==> src/sv/sjis_pkg.sv <==
// shared types and constants for the shift_jis to jis x0213 decoder
// no dependencies; imported by every module of the block

package sjis_pkg;

	localparam int BYTE_W = 8;
	localparam int CODE_W = 16;

	// byte classes of the shift_jis stream
	localparam logic [BYTE_W-1:0] SINGLE_LO_MAX = 8'h7F;
	localparam logic [BYTE_W-1:0] KANA_MIN      = 8'hA0;
	localparam logic [BYTE_W-1:0] KANA_MAX      = 8'hDF;
	localparam logic [BYTE_W-1:0] SINGLE_HI_MIN = 8'hFD;
	localparam logic [BYTE_W-1:0] BAD_LEAD      = 8'h80;

	// code given for a bad lead or trail byte
	localparam logic [CODE_W-1:0] ERR_CODE = 16'h003F;

	// decode of the byte in stage 1 against the held lead
	typedef struct packed {
		logic                emit;
		logic [CODE_W-1:0]   code;
		logic                pend;
		logic [BYTE_W-1:0]   lead;
	} dec_t;

endpackage

==> src/sv/sjis_byte_if.sv <==
// valid/ready channel carrying one raw shift_jis byte per beat
// depends on sjis_pkg

interface sjis_byte_if;
	logic                       valid;
	logic                       ready;
	logic [sjis_pkg::BYTE_W-1:0] in_byte;

	modport source (output valid, output in_byte, input ready);
	modport sink   (input valid, input in_byte, output ready);
endinterface

==> src/sv/sjis_code_if.sv <==
// valid/ready channel carrying one 16-bit jis code per beat
// depends on sjis_pkg

interface sjis_code_if;
	logic                       valid;
	logic                       ready;
	logic [sjis_pkg::CODE_W-1:0] jis_code;

	modport source (output valid, output jis_code, input ready);
	modport sink   (input valid, input jis_code, output ready);
endinterface

==> src/sv/sjis_decode.sv <==
// combinational decode of one byte against the held lead byte
// depends on sjis_pkg

module sjis_decode (
	input  logic [sjis_pkg::BYTE_W-1:0] in_byte,
	input  logic                        pend,
	input  logic [sjis_pkg::BYTE_W-1:0] lead,
	output sjis_pkg::dec_t              dec
);
	import sjis_pkg::*;

	// lead/trail pair to plane, row+0x20, cell+0x20
	function automatic logic [CODE_W-1:0] decode_pair(input logic [BYTE_W-1:0] ld,
			input logic [BYTE_W-1:0] tr);
		logic              plane;
		logic [BYTE_W-1:0] row;
		logic [BYTE_W-1:0] cel;
		logic [CODE_W-1:0] res;
		plane = 1'b0;
		row   = '0;
		cel   = '0;
		if (ld >= 8'h81 && ld <= 8'h9F) begin
			row = ((ld - 8'h81) << 1) + 8'd1;
		end else if (ld >= 8'hE0 && ld <= 8'hEF) begin
			row = ((ld - 8'hE0) << 1) + 8'h3F;
		end else if (ld >= 8'hF0 && ld <= 8'hFC) begin
			plane = 1'b1;
			row   = ((ld - 8'hF0) << 1) + 8'd7;
			if (ld >= 8'hF4) begin
				row = row + 8'h3E;
			end
		end
		if (tr >= 8'h40 && tr < 8'h7F) begin
			cel = tr - 8'h3F;
		end else if (tr >= 8'h80 && tr < 8'h9F) begin
			cel = tr - 8'h40;
		end else if (tr >= 8'h9F && tr < 8'hFD) begin
			cel = tr - 8'h9E;
			row = row + 8'd1;
		end
		// plane 2 row remap
		if (plane) begin
			if (row == 8'h07) begin
				row = 8'h01;
			end else if (row == 8'h0B) begin
				row = 8'h05;
			end else if (row == 8'h4D) begin
				row = 8'h0F;
			end
		end
		if (row == '0 || cel == '0) begin
			res = ERR_CODE;
		end else begin
			res = {plane, row[6:0] + 7'h20, cel + 8'h20};
		end
		return res;
	endfunction

	logic is_single;

	assign is_single = (in_byte <= SINGLE_LO_MAX)
		|| (in_byte >= KANA_MIN && in_byte <= KANA_MAX)
		|| (in_byte >= SINGLE_HI_MIN);

	always_comb begin
		dec.emit = 1'b1;
		dec.code = {{(CODE_W-BYTE_W){1'b0}}, in_byte};
		dec.pend = 1'b0;
		dec.lead = '0;
		if (pend) begin
			dec.code = decode_pair(lead, in_byte);
		end else if (is_single) begin
			dec.code = {{(CODE_W-BYTE_W){1'b0}}, in_byte};
		end else if (in_byte == BAD_LEAD) begin
			dec.code = ERR_CODE;
		end else begin
			// lead byte: hold it, no result
			dec.emit = 1'b0;
			dec.pend = 1'b1;
			dec.lead = in_byte;
		end
	end

endmodule

==> src/sv/sjis_out_reg.sv <==
// result register driving the code channel
// depends on sjis_pkg and sjis_code_if

module sjis_out_reg (
	input  logic                        clk,
	input  logic                        arst_n,
	input  logic                        load,
	input  logic [sjis_pkg::CODE_W-1:0] code,
	output logic                        space,
	sjis_code_if.source                 codes
);
	import sjis_pkg::*;

	logic              valid_q;
	logic [CODE_W-1:0] code_q;

	// free to load when empty or emptied this cycle
	assign space = !valid_q || codes.ready;

	always_ff @(posedge clk or negedge arst_n) begin
		if (!arst_n) begin
			valid_q <= 1'b0;
		end else if (load) begin
			valid_q <= 1'b1;
		end else if (codes.ready) begin
			valid_q <= 1'b0;
		end
	end

	always_ff @(posedge clk) begin
		if (load) begin
			code_q <= code;
		end
	end

	assign codes.valid    = valid_q;
	assign codes.jis_code = code_q;

endmodule

==> src/sv/sjis_to_jis_decoder_top.sv <==
// top level of the shift_jis-2004 to jis x0213 decoder
// depends on sjis_pkg, sjis_byte_if, sjis_code_if, sjis_decode, sjis_out_reg
//
// usage
// - bytes: one raw shift_jis byte per beat (valid/ready)
// - codes: one 16-bit jis code per beat (valid/ready)
// - a single-byte code or a stray 0x80 gives one code at once; a lead byte
//   gives nothing and is held, the next byte completes the pair and gives
//   one code; a bad trail byte gives 0x3F and drops the lead
// - a byte taken on bytes passes the input register, then decode into the
//   result register, before its code shows on codes
// - throughput: one byte per cycle while codes does not stall, set by the
//   single decode pass between the stage 1 register and the result register
// - reset (arst_n low): both registers empty, no lead held
// - when codes stalls, the full result register holds its beat; stage 1
//   still takes a byte and a lead byte passes on into the lead register,
//   so bytes backs up only once both registers hold work

module sjis_to_jis_decoder_top (
	input  logic        clk,
	input  logic        arst_n,
	sjis_byte_if.sink   bytes,
	sjis_code_if.source codes
);
	import sjis_pkg::*;

	logic              valid_s1;
	logic [BYTE_W-1:0] byte_s1;
	logic              pend_q;
	logic [BYTE_W-1:0] lead_q;
	dec_t              dec;
	logic              space;
	logic              adv_s1;
	logic              in_acc;

	// stage 1 moves on when its decode needs no slot or the slot is free
	assign adv_s1      = valid_s1 && (!dec.emit || space);
	assign bytes.ready = !valid_s1 || adv_s1;
	assign in_acc      = bytes.valid && bytes.ready;

	always_ff @(posedge clk or negedge arst_n) begin
		if (!arst_n) begin
			valid_s1 <= 1'b0;
		end else begin
			valid_s1 <= in_acc || (valid_s1 && !adv_s1);
		end
	end

	always_ff @(posedge clk) begin
		if (in_acc) begin
			byte_s1 <= bytes.in_byte;
		end
	end

	// held lead byte, updated as each byte leaves stage 1
	always_ff @(posedge clk or negedge arst_n) begin
		if (!arst_n) begin
			pend_q <= 1'b0;
			lead_q <= '0;
		end else if (adv_s1) begin
			pend_q <= dec.pend;
			lead_q <= dec.lead;
		end
	end

	sjis_decode u_decode (
		.in_byte (byte_s1),
		.pend    (pend_q),
		.lead    (lead_q),
		.dec     (dec)
	);

	sjis_out_reg u_out (
		.clk    (clk),
		.arst_n (arst_n),
		.load   (adv_s1 && dec.emit),
		.code   (dec.code),
		.space  (space),
		.codes  (codes)
	);

	// a lead byte leaving stage 1 is held next cycle
	a_lead_held: assert property (@(posedge clk) disable iff (!arst_n)
		(adv_s1 && !pend_q && !dec.emit) |=> pend_q)
		else $error("lead byte not held");

	// a completed pair always drops the held lead
	a_pair_clears: assert property (@(posedge clk) disable iff (!arst_n)
		(adv_s1 && pend_q) |=> !pend_q)
		else $error("lead still held after pair");

	// a new result beat only follows a byte leaving stage 1
	a_out_source: assert property (@(posedge clk) disable iff (!arst_n)
		$rose(codes.valid) |-> $past(adv_s1 && dec.emit))
		else $error("result beat without a decoded byte");

	// a lead byte never produces a result
	a_lead_silent: assert property (@(posedge clk) disable iff (!arst_n)
		(dec.pend) |-> !dec.emit)
		else $error("lead byte emitted a result");

endmodule
==> src/flat_wrapper.sv <==
// flat-port wrapper written by rule: the top's interface ports become plain ports
module sjis_to_jis_decoder_top_flat import sjis_pkg::*;
  (clk, arst_n, bytes_valid, bytes_in_byte, bytes_ready, codes_valid, codes_jis_code, codes_ready);
  sjis_byte_if bytes_i ();
  sjis_code_if codes_i ();
  input  logic clk;
  input  logic arst_n;
  input wire logic [$bits(bytes_i.valid)-1:0] bytes_valid;
  input wire logic [$bits(bytes_i.in_byte)-1:0] bytes_in_byte;
  output wire logic [$bits(bytes_i.ready)-1:0] bytes_ready;
  output wire logic [$bits(codes_i.valid)-1:0] codes_valid;
  output wire logic [$bits(codes_i.jis_code)-1:0] codes_jis_code;
  input wire logic [$bits(codes_i.ready)-1:0] codes_ready;
  assign bytes_i.valid = bytes_valid;
  assign bytes_i.in_byte = bytes_in_byte;
  assign bytes_ready = bytes_i.ready;
  assign codes_valid = codes_i.valid;
  assign codes_jis_code = codes_i.jis_code;
  assign codes_i.ready = codes_ready;
  sjis_to_jis_decoder_top u_core (.clk(clk), .arst_n(arst_n), .bytes(bytes_i), .codes(codes_i));
endmodule
==> config.mk <==
export PLATFORM = sky130hd
export DESIGN_NAME = sjis_to_jis_decoder_top_flat
export DESIGN_NICKNAME = d
export VERILOG_FILES = /design/src/sv/sjis_pkg.sv /design/src/sv/sjis_byte_if.sv /design/src/sv/sjis_code_if.sv /design/src/sv/sjis_decode.sv /design/src/sv/sjis_out_reg.sv /design/src/sv/sjis_to_jis_decoder_top.sv /design/src/flat_wrapper.sv
export SDC_FILE = /design/constraint.sdc
export NUM_CORES = 1
export LEC_CHECK = 0
export BUFFER_PORTS_ARGS = -buffer_cell sky130_fd_sc_hd__buf_2
export CORE_ASPECT_RATIO = 0.75
export CORE_MARGIN = 4
export CORE_UTILIZATION = 45
export CTS_BUF_LIST = sky130_fd_sc_hd__clkbuf_2 sky130_fd_sc_hd__clkbuf_4 sky130_fd_sc_hd__clkbuf_8
export CTS_CLUSTER_SIZE = 12
export DETAILED_ROUTE_END_ITERATION = 7
export GPL_TIMING_DRIVEN = 0
export PLACE_DENSITY = 0.73
export RECOVER_POWER = 100
export SLEW_MARGIN = 20
export SYNTH_ARGS = -nofsm -noshare
export SYNTH_HDL_FRONTEND = slang
export SYNTH_HIERARCHICAL = 1
export SYNTH_SLANG_ARGS = --single-unit
==> constraint.sdc <==
create_clock -name clk -period 4.6 [get_ports clk]
set_input_delay 0.69 -clock clk [delete_from_list [all_inputs] [get_ports clk]]
set_output_delay 0.69 -clock clk [all_outputs]
set_load 0.005 [all_outputs]
After elaboration in Yosys (flattened, before gate mapping)
Cells that the tools add are included.
- add/subtract/negate cells: 13
- multipliers: 0
- div/mod/pow operators: 0
- magnitude comparators: 17
- eq/ne operators: 4
- shift operators: 0
- multiplexer cells: 34
- bitwise gates (word level): 0
- reductions and logical operators: 25
- operators with widths (operator ; number):
    $mux W8 ; 20
    $ge A8 B8 Y1 const B ; 8
    $le A8 B8 Y1 const B ; 4
    $mux W16 ; 2
    $mux W9 ; 3
    $add A8 B6 Y8 const B ; 3
    $add A8 B1 Y8 const B ; 2
    $logic_not A8 Y1 ; 2
    $lt A8 B8 Y1 const B ; 2
    $sub A7 B7 Y7 const B ; 2
    $logic_and A1 B1 Y1 ; 11
    $mux W1 ; 9
    $add A8 B3 Y8 const B ; 1
    $eq A8 B3 Y1 const B ; 1
    $eq A8 B4 Y1 const B ; 1
    $eq A8 B7 Y1 const B ; 1
    $eq A8 B8 Y1 const B ; 1
    $ge A8 B7 Y1 const B ; 1
    $le A8 B7 Y1 const B ; 1
    $lt A8 B7 Y1 const B ; 1
    $sub A8 B6 Y8 const B ; 1
    $sub A8 B7 Y8 const B ; 1
    $sub A8 B8 Y8 const B ; 1
    $add A7 B6 Y7 const B ; 1
    4 further kinds ; 13
- bits in registers: 35
- latch bits: 0
- memory bits (writable): 0
- memory bits (read-only): 0
- bits of input ports: 12
- output and inout port bits: 18
- word-level logic and storage cells: 99
- memories: 0

Depth between registers and ports, before layout
- depth after elaboration: 23
- gate-level depth with buffers: 15
- gate-level depth less buffers: 14

By module
The synthesis kept the hierarchy.
- by module, submodules not included (module ; instances ; cells an instance ; area each (µm²)):
    sjis_decode ; 1 ; 280 ; 1926.8
    sjis_to_jis_decoder_top ; 1 ; 33 ; 639.4
    sjis_out_reg ; 1 ; 19 ; 528.0

Least setup slack after synthesis
OpenSTA, ideal clock, no wires.
- kind: register to register
- start: register u_core.lead_q[0]
- end: register u_core.u_out.code_q[10], in the netlist u_core/u_out/codes.jis_code[10] (data pin)
- library setup time: 257 ps
- arrival: 3614 ps
- path slack: 729 ps
- stages on the path, launching flop included: 16
- clock period less this slack: 3871 ps
- cell sequence: dfrtp_1 > inv_1 > ha_1 > nand4bb_1 > a22oi_4 > nor3_1 > or2_2 > clkbuf_1 > nor2_1 > ha_1 > nand2_1 > or4b_4 > a2111oi_4 > o22ai_2 > or3_4 > o2111a_1
- RTL lines (what ; line ; RTL):
    start: declaration ; sjis_to_jis_decoder_top.sv:30 ; logic [BYTE_W-1:0] lead_q;
    start signal: assignment ; sjis_to_jis_decoder_top.sv:62 ; lead_q <= dec.lead;
    end signal: assignment ; sjis_out_reg.sv:32 ; code_q <= code;
    end: declaration ; sjis_out_reg.sv:15 ; logic [CODE_W-1:0] code_q;

==> results.rst <==
.. list-table::
   :header-rows: 1

   * - Metric
     - Value
   * - Result of the run
     - completed
   * - Initial standard-cell utilization of the core
     - 0.478
   * - Final number of setup-violating endpoints
     - 0
   * - Global route total overflow
     - 0
   * - Buffer depth of the longest clock path
     - 2
   * - Number of iterations in the first detailed-routing pass
     - 5
   * - Cell chosen for the clock root
     - sky130_fd_sc_hd__clkbuf_8
   * - Synth Area in Compound Gates
     - 0.230
   * - Achievable frequency
     - approximately 230 MHz
   * - Slowest library cell on the worst path
     - sky130_fd_sc_hd__or4b_4
   * - Die span in x
     - 104 um
   * - Layout Cells excl Fill
     - 455
   * - Top fanout value on the critical path
     - 12
   * - List of cells traversed by the critical path
     - inv_1 -> ha_2 -> nand4bb_1 -> a22oi_4 -> buf_4 -> a32oi_2 -> and2_1 -> nor2_1 -> ha_1 -> nand2_1 -> or4b_4 -> a21oi_1 -> o22ai_4 -> o31ai_4 -> buf_4 -> clkbuf_1 -> o22a_1
   * - Slew @ Worst Pin
     - around 1.2 ns
   * - Critical path's most frequent cell
     - sky130_fd_sc_hd__buf_4
   * - Critical Path End Type
     - register
   * - Final HPWL from detailed placement
     - 5560 um
   * - CP delay by family, top
     - compound AO/OA/AOI/OAI gates
   * - Syn. warnings
     - 6
   * - Sum of routed wire length over all layers
     - slightly above 7000 um
   * - Multiplexer share of the synthesized area
     - 0.0461
   * - Combinational Power Share
     - 0.500
   * - Number of DRC markers after the initial detailed-route iteration
     - 247
   * - Power share of the sequential group
     - 0.335
   * - Critical path type
     - register to register
   * - Synth Flop Type
     - sky130_fd_sc_hd__edfxtp_1
   * - Core Area
     - around 6500 um2
   * - Vias
     - about 2700
   * - Count of buffer and inverter cells on the critical path
     - 4
   * - Cell types with the largest area share after synthesis
     - sky130_fd_sc_hd__edfxtp_1, sky130_fd_sc_hd__dfrtp_1, sky130_fd_sc_hd__ha_1
   * - Fraction of post-synthesis cell area in the top cell type by area
     - 0.233
   * - Crit path arrival time
     - 4.51 ns
   * - Placed instance count
     - 442
   * - Crit-path max cell delay
     - roughly 0.55 ns
   * - Number of rows in the core area
     - 25
   * - Number of clock buffers inserted by TritonCTS
     - 5
   * - Top layer in use
     - met4
   * - Switching pwr
     - roughly 0.56 mW
   * - Count of antenna-violating nets left after detailed routing
     - 0
   * - Number of buffers added to fix hold violations after cts
     - 0
   * - Pin count of the biggest net entering global routing
     - 18
   * - Fraction of power consumed by the clock network
     - 0.165
   * - Height of the chip
     - ~80 um
   * - Type of element launching the critical path
     - register
   * - First-pass GRT wire length
     - around 12000 um
   * - Net Sw Frac
     - 0.410
   * - Count of boundary I/O pins
     - 30
   * - Clock Sink Count
     - 35
   * - Met1 routed wirelength after detailed routing
     - between 3000 and 4000 um
   * - Sequential-to-total area share from yosys stat
     - 0.322
   * - Average size of a mapped cell
     - a little over 9 um2
   * - Yosys cell types
     - 75
   * - Adder-cell share of the synthesized area
     - 0.0809
   * - Met2 WL post-DR
     - 3030 um
   * - Final net count
     - roughly 410
   * - Cell-internal power
     - slightly above 0.8 mW
   * - Area share of and/or/nand/nor cells after synthesis
     - 0.244
   * - Number of DRC violations after detailed routing
     - 0
   * - Number of instances in the synthesized netlist
     - around 330
   * - Final Hold Violating Endpoints
     - 0
   * - Maximum Capacitance Violations
     - 0
   * - Cell type with the highest aggregate area in the netlist
     - sky130_fd_sc_hd__edfxtp_1
   * - Gp weighted congestion
     - around 0.95
   * - Area added between synthesis and finish
     - 11.8%
   * - Xor and xnor area share after synthesis
     - 0.0368
   * - Overall Global Routing Usage
     - 0.179
   * - Sum of negative setup slack
     - 0 ns
   * - CTS tree
     - yes
   * - Power per unit of standard cell area
     - 396 nW/um2
   * - Net Count, Synth
     - 364
   * - Async S/R FF share, synth
     - 0.314
   * - Leakage
     - approximately 1.3 nW
   * - Data required time of the critical path
     - 4.77 ns
   * - Post-DR wirelength/cell
     - 15.9 um
   * - Max-slew violation count
     - 0
   * - Highest ir drop seen on vdd
     - slightly above 0.0002 V
   * - Met3 wirelength from detailed routing
     - about 660 um
   * - Combinational family with the most area after synthesis
     - simple AND/OR/NAND/NOR gates
   * - Average vias per placed instance
     - approximately 6
   * - Shortest clock period the worst path allows after layout
     - approximately 4.3 ns
   * - H-tree depth reported by CTS
     - 2
   * - Port Buf Inserts
     - 29
   * - Clock slew seen by the registers of the worst setup and hold paths
     - ~0.07 ns
   * - Total of flip-flops plus latches after synthesis
     - 35
   * - Latest clock arrival within the worst-skew pair
     - a little under 0.3 ns
   * - Count of inserted antenna diode cells
     - 0
   * - Cell area after synthesis
     - ~3100 um2
   * - Relative slew slack
     - 0.166
   * - Number of antenna violations at the first check in global routing
     - 0
   * - Ratio of cells with drive above 1 in the final layout
     - 0.184
   * - Path class of the lowest-slack min-delay path
     - primary input to asynchronous set/reset pin
   * - Unrepaired setup endpoints after global routing
     - false
   * - Number of enable flip-flop cells after synthesis
     - 24
   * - Clock Skews
     - a little over 0.005 ns
   * - Full die area
     - a little over 8000 um2
   * - Crit share post-route
     - 0.944
   * - Via count of the first global-routing pass
     - 2458
-- timing repair --
item	4_1_cts	5_1_grt
gates resized for setup	0	5
endpoints found under the setup margin	0	14
setup buffers	0	5
-- cells in the final DEF, fill, tap and decap left out, types with 10 or more instances in the layout --
cell,Yosys,layout
sky130_fd_sc_hd__ha_1,20,19
sky130_fd_sc_hd__o21ai_0,10,12
sky130_fd_sc_hd__nand4_1,10,10
sky130_fd_sc_hd__edfxtp_1,24,24
sky130_fd_sc_hd__nand2b_1,10,10
sky130_fd_sc_hd__nor3_1,12,12
sky130_fd_sc_hd__inv_1,17,16
sky130_fd_sc_hd__a21oi_1,11,11
sky130_fd_sc_hd__clkbuf_1,6,16
sky130_fd_sc_hd__mux2_2,10,10
sky130_fd_sc_hd__nand2_1,18,18
sky130_fd_sc_hd__nor2_1,30,30
sky130_fd_sc_hd__buf_2,4,24
-- power by group through the flow --
stage | logic, mW | registers, mW | clock network, mW
4_1_cts | 0.651 | 0.457 | 0.232
3_3_place_gp | 0.639 | 0.462 | 0
5_1_grt | 0.752 | 0.468 | 0.255
2_1_floorplan | 0.501 | 0.452 | 0
3_5_place_dp | 0.647 | 0.464 | 0
6_report | 0.686 | 0.459 | 0.227
-- metrics by stage --
step	power, mW	util	setup slack, ns	cell area [um2]	hold WS (ns)
2_1_floorplan	0.954	-	0.729	3090	0.394
3_3_place_gp	1.10	0.516	0.158	3340	0.486
3_5_place_dp	1.11	0.516	0.0723	3340	0.493
4_1_cts	1.34	0.530	0.0636	3430	0.248
5_1_grt	1.47	0.534	0.0161	3460	0.388
6_report	1.37	0.534	0.257	3460	0.352
-- logic make-up after synthesis --
logic type,after synthesis
AO/OA/AOI/OAI,86
flip-flops,35
XOR/XNOR,13
AND/OR/NAND/NOR,136
buffers and inverters,29
adder cells (fa/ha/maj),20
multiplexers,13
-- flip-flops by register name, summed over array words and instances, names as in the netlist --
| signal | count |
|---|---|
| u_core/u_out/codes.jis_code | 16 |
| u_core/byte_s1 | 8 |
| u_core/lead_q | 8 |
| u_core/pend_q | 1 |
| u_core/u_out/codes.valid | 1 |
| u_core/valid_s1 | 1 |
-- cells in the mapped netlist, drive strengths merged, types with 3 or more instances --
master,instances
a211o,3
a211oi,3
a21oi,11
a22oi,3
a31oi,6
and2,9
and3,9
buf,5
clkbuf,7
dfrtp,11
edfxtp,24
ha,20
inv,17
mux2,10
mux2i,3
nand2,19
nand2b,12
nand3,8
nand4,10
nor2,30
nor2b,5
nor3,12
nor4,3
o211ai,3
o21ai,14
o22a,4
o22ai,4
o31ai,4
o32a,3
o32ai,3
or2,5
or3,3
xnor2,8
xor2,5
-- routing by layer --
layer  GRT usage  up-vias
met5           0        -
met4      0.0239        0
met3      0.0517        4
met2       0.265      118
met1       0.265     1272
li1            -     1347
-- final cells by class --
type / count / area, um2
fill: 603 / 3010
multi-input combinational: 268 / 1970
sequential: 35 / 998
timing repair buffer: 34 / 180
tap: 81 / 101
clock buffer: 5 / 68.8
inverter: 17 / 63.8
buffer: 12 / 58.8
clock inverter: 3 / 21.3
-- path summary, 6_finish.rpt --
kind / cells past startpoint / from / to / slack, ns
worst max-delay path: 17 / u_core/lead_q[0]$_DFFE_PN0P_ / u_core/u_out/codes.jis_code[2]$_DFFE_PP_ / 0.26
worst min-delay path: 1 / arst_n / u_core/u_out/codes.valid$_DFFE_PN0P_ / 0.35
worst max register to register: 17 / u_core/lead_q[0]$_DFFE_PN0P_ / u_core/u_out/codes.jis_code[2]$_DFFE_PP_ / 0.26
worst min register to register: 1 / u_core/lead_q[6]$_DFFE_PN0P_ / u_core/lead_q[6]$_DFFE_PN0P_ / 0.51
max in group asynchronous: 1 / arst_n / u_core/lead_q[0]$_DFFE_PN0P_ / 3.85
min in group clk: 1 / u_core/lead_q[6]$_DFFE_PN0P_ / u_core/lead_q[6]$_DFFE_PN0P_ / 0.51
No activity file was read; power rests on OpenSTA's default activity.
